`src/ors_pkg.sv`:
```
// Shared types and constants for the ordered record store.
package ors_pkg;

    localparam int MAX_RECORDS  = 16;
    localparam int PAYLOAD_BITS = 64;

    localparam int IDX_W  = (MAX_RECORDS > 1) ? $clog2(MAX_RECORDS) : 1;
    localparam int CNT_W  = $clog2(MAX_RECORDS + 1);
    localparam int POS_W  = 4;
    localparam int CMP_W  = (CNT_W > POS_W) ? CNT_W : POS_W;
    localparam int TIME_W = 32;
    localparam int CMD_W  = 3;
    localparam int STAT_W = 2;
    localparam int CNTO_W = 5;
    localparam int PAY_W  = 64;

    localparam int IN_W  = 136;
    localparam int OUT_W = 112;

    typedef enum logic [CMD_W-1:0] {
        CMD_CLEAR  = 3'd0,
        CMD_ADD    = 3'd1,
        CMD_GET    = 3'd2,
        CMD_DELETE = 3'd3,
        CMD_SHIFT  = 3'd4
    } t_cmd;

    typedef enum logic [STAT_W-1:0] {
        ST_OK        = 2'd0,
        ST_NO_MEM    = 2'd1,
        ST_BAD_POS   = 2'd2,
        ST_NOT_FOUND = 2'd3
    } t_status;

    typedef struct packed {
        logic [PAYLOAD_BITS-1:0] payload;
        logic [TIME_W-1:0]       stamp;
    } t_rec;

    typedef struct packed {
        logic              en;
        t_cmd              op;
        logic [CMP_W-1:0]  pos;
        logic [CMP_W-1:0]  count;
        t_rec              rec;
        logic [TIME_W-1:0] delta;
    } t_cell_ctl;

endpackage

```
`src/ors_cell.sv`:
```
// One storage cell of the record chain: holds the record at one list position.
module ors_cell (
    input  logic                     i_clk,
    input  ors_pkg::t_cell_ctl       i_ctl,
    input  logic [ors_pkg::IDX_W-1:0] i_idx,
    input  ors_pkg::t_rec            i_next,
    output ors_pkg::t_rec            o_rec
);
    import ors_pkg::*;

    t_rec             r_rec;
    t_rec             n_rec;
    logic [CMP_W-1:0] w_idx;

    assign w_idx = CMP_W'(i_idx);

    always_comb begin
        n_rec = r_rec;
        if (i_ctl.en) begin
            unique case (i_ctl.op)
                CMD_ADD: begin
                    if (w_idx == i_ctl.count) begin
                        n_rec = i_ctl.rec;
                    end
                end
                CMD_DELETE: begin
                    // close the gap: everything from the deleted position up moves down
                    if ((w_idx >= i_ctl.pos) && (i_ctl.pos < i_ctl.count)) begin
                        n_rec = i_next;
                    end
                end
                CMD_SHIFT: begin
                    if (w_idx < i_ctl.count) begin
                        n_rec.stamp = r_rec.stamp + i_ctl.delta;
                    end
                end
                default: begin
                    n_rec = r_rec;
                end
            endcase
        end
    end

    always_ff @(posedge i_clk) begin
        r_rec <= n_rec;
    end

    assign o_rec = r_rec;

endmodule

```
`src/ordered_record_store.sv`:
```
// Ordered record store: top level with command decode, cell chain and result register.
//
// Holds up to MAX_RECORDS records (payload plus 32-bit timestamp) in a chain of cells
// ordered by insertion: cell i holds list position i. Add appends at the current count,
// get reads a list position, delete shifts every cell above the position down by one
// neighbor, shift adds a signed delta to every held timestamp (one adder per cell) and
// clear empties the store. Every command transaction yields exactly one result
// transaction. A command completes in the cycle it is accepted and its result is
// presented on the next cycle; the result register frees up in the cycle the result
// is taken, so one command per clock is sustained when the output side keeps up.
// Input is not taken during reset.
module ordered_record_store (
    input  logic                      i_clk,
    input  logic                      i_rst_n,
    input  logic                      i_s_tvalid,
    output logic                      o_s_tready,
    // cmd[2:0], rec_index[6:3], record_payload[70:7], record_time[102:71],
    // time_delta[134:103], zero pad[135]
    input  logic [ors_pkg::IN_W-1:0]  i_s_tdata,
    output logic                      o_m_tvalid,
    input  logic                      i_m_tready,
    // status[1:0], out_payload[65:2], out_time[97:66], record_count[102:98],
    // free_count[107:103], zero pad[111:108]
    output logic [ors_pkg::OUT_W-1:0] o_m_tdata
);
    import ors_pkg::*;

    logic              w_acc;
    t_cmd              w_cmd;
    logic [POS_W-1:0]  w_pos;
    logic [CMP_W-1:0]  w_pos_c;
    logic [CMP_W-1:0]  w_cnt_c;
    logic              w_pos_ok;
    logic              w_not_full;
    t_cell_ctl         w_ctl;
    t_rec              w_rec [MAX_RECORDS];
    t_rec              w_rd;

    logic [CNT_W-1:0]  r_count;
    logic [CNT_W-1:0]  n_count;
    logic [CNT_W-1:0]  w_free;

    logic              r_out_valid;
    t_status           r_status;
    t_status           n_status;
    logic [PAY_W-1:0]  r_pay;
    logic [PAY_W-1:0]  n_pay;
    logic [TIME_W-1:0] r_time;
    logic [TIME_W-1:0] n_time;
    logic [CNTO_W-1:0] r_rcnt;
    logic [CNTO_W-1:0] r_fcnt;

    assign o_s_tready = i_rst_n && (!r_out_valid || i_m_tready);
    assign w_acc      = i_s_tvalid && o_s_tready;

    assign w_cmd      = t_cmd'(i_s_tdata[2:0]);
    assign w_pos      = i_s_tdata[6:3];
    assign w_pos_c    = CMP_W'(w_pos);
    assign w_cnt_c    = CMP_W'(r_count);
    assign w_pos_ok   = w_pos_c < w_cnt_c;
    assign w_not_full = w_cnt_c < CMP_W'(MAX_RECORDS);

    assign w_ctl.en            = w_acc;
    assign w_ctl.op            = w_cmd;
    assign w_ctl.pos           = w_pos_c;
    assign w_ctl.count         = w_cnt_c;
    assign w_ctl.rec.payload   = i_s_tdata[7 +: PAYLOAD_BITS];
    assign w_ctl.rec.stamp     = i_s_tdata[71 +: TIME_W];
    assign w_ctl.delta         = i_s_tdata[103 +: TIME_W];

    for (genvar g = 0; g < MAX_RECORDS; g++) begin : g_cell
        t_rec w_next;
        if (g == MAX_RECORDS - 1) begin : g_last
            assign w_next = '0;
        end else begin : g_mid
            assign w_next = w_rec[g+1];
        end
        ors_cell u_cell (
            .i_clk  (i_clk),
            .i_ctl  (w_ctl),
            .i_idx  (IDX_W'(g)),
            .i_next (w_next),
            .o_rec  (w_rec[g])
        );
    end

    assign w_rd = w_rec[IDX_W'(w_pos)];

    always_comb begin
        n_count  = r_count;
        n_status = ST_OK;
        n_pay    = '0;
        n_time   = '0;
        unique case (w_cmd)
            CMD_CLEAR: begin
                n_count = '0;
            end
            CMD_ADD: begin
                if (w_not_full) begin
                    n_count = r_count + CNT_W'(1);
                end else begin
                    n_status = ST_NO_MEM;
                end
            end
            CMD_GET: begin
                if (w_pos_ok) begin
                    n_pay  = PAY_W'(w_rd.payload);
                    n_time = w_rd.stamp;
                end else begin
                    n_status = ST_BAD_POS;
                end
            end
            CMD_DELETE: begin
                if (w_pos_ok) begin
                    n_count = r_count - CNT_W'(1);
                end else begin
                    n_status = ST_NOT_FOUND;
                end
            end
            default: begin
                n_count = r_count;
            end
        endcase
    end

    assign w_free = CNT_W'(MAX_RECORDS) - n_count;

    always_ff @(posedge i_clk) begin
        if (!i_rst_n) begin
            r_count     <= '0;
            r_out_valid <= 1'b0;
        end else begin
            if (w_acc) begin
                r_count     <= n_count;
                r_out_valid <= 1'b1;
            end else if (i_m_tready) begin
                r_out_valid <= 1'b0;
            end
        end
    end

    always_ff @(posedge i_clk) begin
        if (w_acc) begin
            r_status <= n_status;
            r_pay    <= n_pay;
            r_time   <= n_time;
            r_rcnt   <= CNTO_W'(n_count);
            r_fcnt   <= CNTO_W'(w_free);
        end
    end

    assign o_m_tvalid = r_out_valid;
    assign o_m_tdata  = {4'b0000, r_fcnt, r_rcnt, r_time, r_pay, r_status};

    a_count_range: assert property (@(posedge i_clk) disable iff (!i_rst_n)
        CMP_W'(r_count) <= CMP_W'(MAX_RECORDS))
        else $error("record count beyond capacity");

    a_add_grows: assert property (@(posedge i_clk) disable iff (!i_rst_n)
        (w_acc && (w_cmd == CMD_ADD) && w_not_full) |=> (r_count == $past(r_count) + CNT_W'(1)))
        else $error("add did not grow the count");

    a_del_shrinks: assert property (@(posedge i_clk) disable iff (!i_rst_n)
        (w_acc && (w_cmd == CMD_DELETE) && w_pos_ok) |=> (r_count == $past(r_count) - CNT_W'(1)))
        else $error("delete did not shrink the count");

    a_counts_sum: assert property (@(posedge i_clk) disable iff (!i_rst_n)
        r_out_valid |-> ((r_rcnt + r_fcnt) == CNTO_W'(MAX_RECORDS)))
        else $error("record and free counts disagree");

    a_bad_get_zero: assert property (@(posedge i_clk) disable iff (!i_rst_n)
        (r_out_valid && (r_status != ST_OK)) |-> ((r_pay == '0) && (r_time == '0)))
        else $error("failed command returned data");

endmodule
```
`config.mk`:
```
export PLATFORM = sky130hd
export DESIGN_NAME = ordered_record_store
export DESIGN_NICKNAME = d
export VERILOG_FILES = /design/src/ors_pkg.sv /design/src/ors_cell.sv /design/src/ordered_record_store.sv
export SDC_FILE = /design/constraint.sdc
export NUM_CORES = 2
export LEC_CHECK = 0
export BUFFER_PORTS_ARGS = -buffer_cell sky130_fd_sc_hd__buf_2
export CORE_MARGIN = 2
export CORE_UTILIZATION = 40
export DETAILED_ROUTE_END_ITERATION = 16
export PLACE_DENSITY = 0.62
export SLEW_MARGIN = 5
export SYNTH_ARGS = -nofsm -noshare
export SYNTH_HDL_FRONTEND = slang
export SYNTH_SLANG_ARGS = --single-unit
```
`constraint.sdc`:
```
create_clock -name i_clk -period 10.8 [get_ports i_clk]
set_clock_uncertainty 0.1 [all_clocks]
set_input_delay 0.54 -clock i_clk [delete_from_list [all_inputs] [get_ports i_clk]]
set_output_delay 0.54 -clock i_clk [all_outputs]
set_load 0.005 [all_outputs]
```
After elaboration in Yosys (flattened, before gate mapping):

Index checks and enable logic that the tools add are counted.
Widths: inputs -> output; s select.

* register bits after elaboration: 1650
* input port bits: 140
* output and inout bits: 114
* word-level logic and storage cells: 311

* $add $sub $neg: 19
* magnitude comparators: 35
* equal/unequal tests: 67
* multiplexer cells: 92
* bitwise logic cells: 1
* reductions and logical operators: 58

Operators by type and width (count)
* $mux 96: 34
* $pmux 64 s2: 16
* $pmux 32 s3: 16
* $add 32x32->32: 16
* $mux 32: 16
* $bmux 96 s4: 1
* $ne 2x1->1 const B: 48
* $reduce_and 5->1: 16
* $reduce_and 4->1: 16
* $eq 4x5->1 const A: 8
* $lt 4x5->1 const A: 8
* $ge 4x4->1 const A: 8
* $eq 3x5->1 const A: 4
* $lt 3x5->1 const A: 4
* $logic_and 1x1->1: 18
* $ge 3x4->1 const A: 4
* $pmux 5 s3: 1
* $eq 2x5->1 const A: 2
* $lt 1x5->1 const A: 2
* $lt 2x5->1 const A: 2
* $mux 5: 2
* $ge 1x4->1 const A: 2
* $ge 2x4->1 const A: 2
* $eq 3x2->1 const B: 2
* 20 further kinds: 24

Logic depth before layout (Yosys ltp):

* depth after elaboration: 5
* depth in mapped cells: 15
* gate-level depth less buffers: 14

Modules after synthesis:

From an unflattened synthesis, not the netlist that was laid out.

* cells, all modules: 11148
* area, all modules: 114299.6 µm²

Modules (own cells, without submodules)
* ors_cell (g_cell[12].u_cell ...): instances 10, cells each 669, area an instance 6155.9 µm², seq. area each 2882.8 µm²
* ors_cell (g_cell[0].u_cell ...): instances 3, cells each 513, area an instance 6015.8 µm², seq. area each 2882.8 µm²
* ordered_record_store: instances 1, cells each 909, area an instance 16115.5 µm², seq. area each 3333.2 µm²
* ors_cell (g_cell[7].u_cell ...): instances 2, cells each 666, area an instance 6193.4 µm², seq. area each 2882.8 µm²
* ors_cell (g_cell[9].u_cell): instances 1, cells each 678, area an instance 6190.9 µm², seq. area each 2882.8 µm²

Worst setup path before layout:

No wires, ideal clock.

* kind: input to register
* start point: input i_s_tdata[2] (netlist bit)
* end point: register g_cell[2].u_cell.r_rec (netlist bit g_cell[2].u_cell.o_rec[32]), enable pin
* setup time: 644 ps
* arrival time: 8046 ps
* required time: 10056 ps
* path slack: 2010 ps
* cell stages on the path: 8
* path buffers: 4
* cells stage by stage: clkbuf_1 > nand2b_1 > or2_2 > clkbuf_1 > clkbuf_1 > clkbuf_1 > nor2_1 > nor4_1

* longest elaborated chain between the ends: 3
* elaborated cells on any way between the ends: 6
* those cells by class: 4 x eq/ne; 2 x reduce/logical

RTL lines
* start: declaration: RTL line ordered_record_store.sv:19 `input logic [ors_pkg::IN_W-1:0] i_s_tdata,`
* $eq 3x2->1 or $eq 3x1->1 (tied branches): RTL line ors_cell.sv:20 `unique case (i_ctl.op)`
* $ne 2x1->1 (no source line) or $reduce_bool 2->1 (tied branches)
* $reduce_and 4->1 (no source line) (*)
* end signal: assignment: RTL line ors_cell.sv:45 `r_rec <= n_rec;`
* end: declaration: RTL line ors_cell.sv:11 `t_rec r_rec;`

Every way passes the cells marked *; elsewhere a longest branch is shown, timed or not.
A chain may end at the register's enable or synchronous reset.

Worst setup path in the final report:

* start point: input i_s_tdata[104] (netlist bit)
* end point: register g_cell[1].u_cell.r_rec (netlist bit g_cell[1].u_cell.o_rec[30]) (data pin)

* longest elaborated chain between the ends: 3

RTL lines
* $add 32x32->32: RTL line ors_cell.sv:34 `n_rec.stamp = r_rec.stamp + i_ctl.delta;`
* $mux 32: RTL line ors_cell.sv:33 `if (w_idx < i_ctl.count) begin`
* $pmux 32 s3: RTL line ors_cell.sv:20
* end signal: assignment: RTL line ors_cell.sv:45
* end: declaration: RTL line ors_cell.sv:11

Every way passes these cells. The select of a mux whose other input is x is not followed.

==> flow_summary.toml <==
[run_status]
status = "completed"

[grt]
grt_max_degree = 241
grt-ovfl-total = 0
antenna_found_initial = 32
grt_pass1_vias = 69800
track_usage_pct = 22.6
grt_pass1_wl_um = 445000

[run]
drv_cap = 0

[timing]
rsz0062_at_grt = "false"
relSlewSlack_pct = 9.10
layout_setup_ws_ns = 5.92
final-setup-viol-count = 0
finalMaxSlewViolations = 0
hold_viol = 0
tns_ns = 0
tightest_slew_ns = 1.36
finalCritPeriodShare_pct = 45.2
fmax_ghz = 0.205
layout_min_cycle_time_ns = 4.88

[min_path]
hp-class = "in -> reg"
min_delay_path_depth = 2

[layout]
fillers = 23100
drive_gt1_share_pct = 14.0
final_util_pct = 44.1
num-nets-final = 8813
syn2layout_area_growth_pct = 9.98

[synthesis]
synth_seq_cells = 1649
yosys-top-cells-count = "edfxtp_1, a21o_1, a21oi_1"
yosys.area.top_type_share_pct = 49.0
yosys-top-cells-area = "edfxtp_1, mux4_2, a21o_1, ha_1, a21oi_1"
synth_cells = 8222
yosysSeqAreaShare_pct = 49.1
synthArstFlopShare_pct = 0
synth_edf_count = 1643
yosysWarnings = 0
synthDistinctLibCells = 95
avgSynthCellArea_um2 = 12.2
syn-cell-area_mm2 = 0.101
synthFlopType = "edfxtp_1"
synth_top_area_cell = "edfxtp_1"
yosysMostFrequentCell = "edfxtp_1"

[power]
p_int_w = 0.0116
p_sw_share_pct = 27.0
power.density_mw_per_mm2 = 143
p_leak_nw = 43.5
power.total_w = 0.0159
power.switching_w = 0.00428
power_frac_seq_pct = 46.2
p_clk_share_pct = 38.5
comb_power_share_pct = 15.3
vdd_ir_drop_max_uv = 147

[placed_design]
routabilityCongestion = 0.938
portBuffers = 248
dp_hpwl_um = 195000
post-place-ws_ns = 5.27

[clock_tree]
cts_buffer_depth = 3
cts-resized-gates = 0
cts.sinks = 1649
cts_buffers = 183
clock_latency_ns = 0.87
cts_htree_levels = 4
cts_tree = "yes"
root_buffer = "clkbuf_16"
clk_pin_slew_ns = 0.06

[floorplanning]
die_y_um = 506
rows = 184
pin_count = 254
dieWidth_um = 506
start_util_pct = 40.1
core_area_mm2 = 0.251
die_area_mm2 = 0.256

[detailed_routing]
drc_errors = 0
dr.pass1.iters = 6
routed_wl_um = 296000
ant_nets = 0
routed-via-count = 70500
drt_iter0_drc = 6942
routedWlPerCell_um = 25.4
routed_via_density = 6.04

[critical_path]
arrival_ns = 5.34
cp_max_fo = 19
r2r_cells = 14
critPathLaunchType = "input port"
required_ns = 11.26
critPathKind = "in -> reg"
end_kind = "flop"
[critical path, stage by stage]
cell       delay, ns
buf_2           0.07
buf_4           0.28
inv_1           0.18
buf_4           0.27
fa_1            0.51
nor2b_1         0.13
o21ai_0         0.10
a21oi_1         0.31
o211ai_1        0.28
a2111oi_0       1.10
o21ai_0         0.38
a32oi_1         0.60
a21bo_2         0.23
a21oi_1         0.07
xor2_1          0.14
o21ai_0         0.08
[repair_timing]
item                                   CTS  global route
endpoints found under the hold margin    6             0
buffers inserted                         0             0
hold buffers                             3             0
[area by class of cell]
class | instances | area, um^2 | share of cell area, %
flip-flops and latches | 1649 | 49500 | 44.7
multi-input cells | 5828 | 48700 | 44.0
clock buffers | 229 | 4750 | 4.29
well taps | 3348 | 4190 | 3.78
repair buffers | 346 | 2110 | 1.90
clock inverters | 108 | 951 | 0.859
inverters | 143 | 542 | 0.489
diodes | 15 | 37.5 | 0.0339
[cell usage in the layout, fill, tap and decap left out, types with 179 or more instances in the layout]
master | synthesis | final
o21ai_0 | 612 | 612
buf_2 | 3 | 244
xnor2_1 | 236 | 236
a21o_1 | 1234 | 1234
nor2_1 | 234 | 218
mux4_2 | 480 | 480
nand2_1 | 214 | 213
ha_1 | 506 | 506
nor2b_1 | 181 | 179
edfxtp_1 | 1643 | 1643
a21oi_1 | 817 | 816
xor2_1 | 204 | 204
clkbuf_16 | 0 | 183
[registers in the layout (all words and copies together), names as in the netlist]
signal and count:
g_cell.u_cell.o_rec 1536, r_status 2, r_rcnt 5, r_fcnt 4, r_pay 64, r_time 32
o_m_tvalid 1, r_count 5
[power groups by stage]
stage                     Sequential (W)  Combinational (W)  Clock [W]
after global placement           0.00746            0.00234          0
after detailed placement         0.00747            0.00239          0
after floorplan                  0.00744            0.00175          0
after global routing             0.00734            0.00265    0.00645
final                            0.00733            0.00242    0.00611
after CTS                        0.00733            0.00241    0.00623
[final timing paths]
| kind | slack (ns) | startpoint | end |
|---|---|---|---|
| max | 5.92 | i_s_tdata[104] | g_cell[1].u_cell.o_rec[30] |
| min | 0.21 | i_s_tdata[15] | g_cell[15].u_cell.o_rec[40] |
| max reg2reg | 5.96 | g_cell[1].u_cell.o_rec[0] | g_cell[1].u_cell.o_rec[30] |
| min reg2reg | 0.40 | g_cell[9].u_cell.o_rec[42] | g_cell[8].u_cell.o_rec[42] |
[per-layer routing]
metal  wire [um]  global-route usage, %  part of all wire [%]
met5          25                      0                0.0084
met4       12800                   9.70                   4.3
met3       16300                   2.65                   5.5
met2      138000                   36.1                    47
met1      129000                   31.1                    43
[metrics by stage]
stage | instances | hold slack, ns | area, um^2
5_1_grt | 11700 | 0.213 | 111000
4_1_cts | 11700 | 0.144 | 111000
6_report | 11700 | 0.213 | 111000
2_1_floorplan | 8225 | 0.388 | 101000
3_3_place_gp | 11300 | 0.381 | 105000
3_5_place_dp | 11300 | 0.407 | 105000
[cells by family after synthesis]
family | count (synthesis) | synth area share (%)
AOI/OAI and AO/OA | 3202 | 20.7
buffers and inverters | 748 | 2.81
DFF | 1649 | 49.1
adders and majority gates | 522 | 6.60
xor gates and xnor gates | 440 | 3.83
muxes | 497 | 10.9
other | 1 | 0.00372
and+or+nand+nor | 1163 | 6.03
No activity file was read; power rests on OpenSTA's default activity.
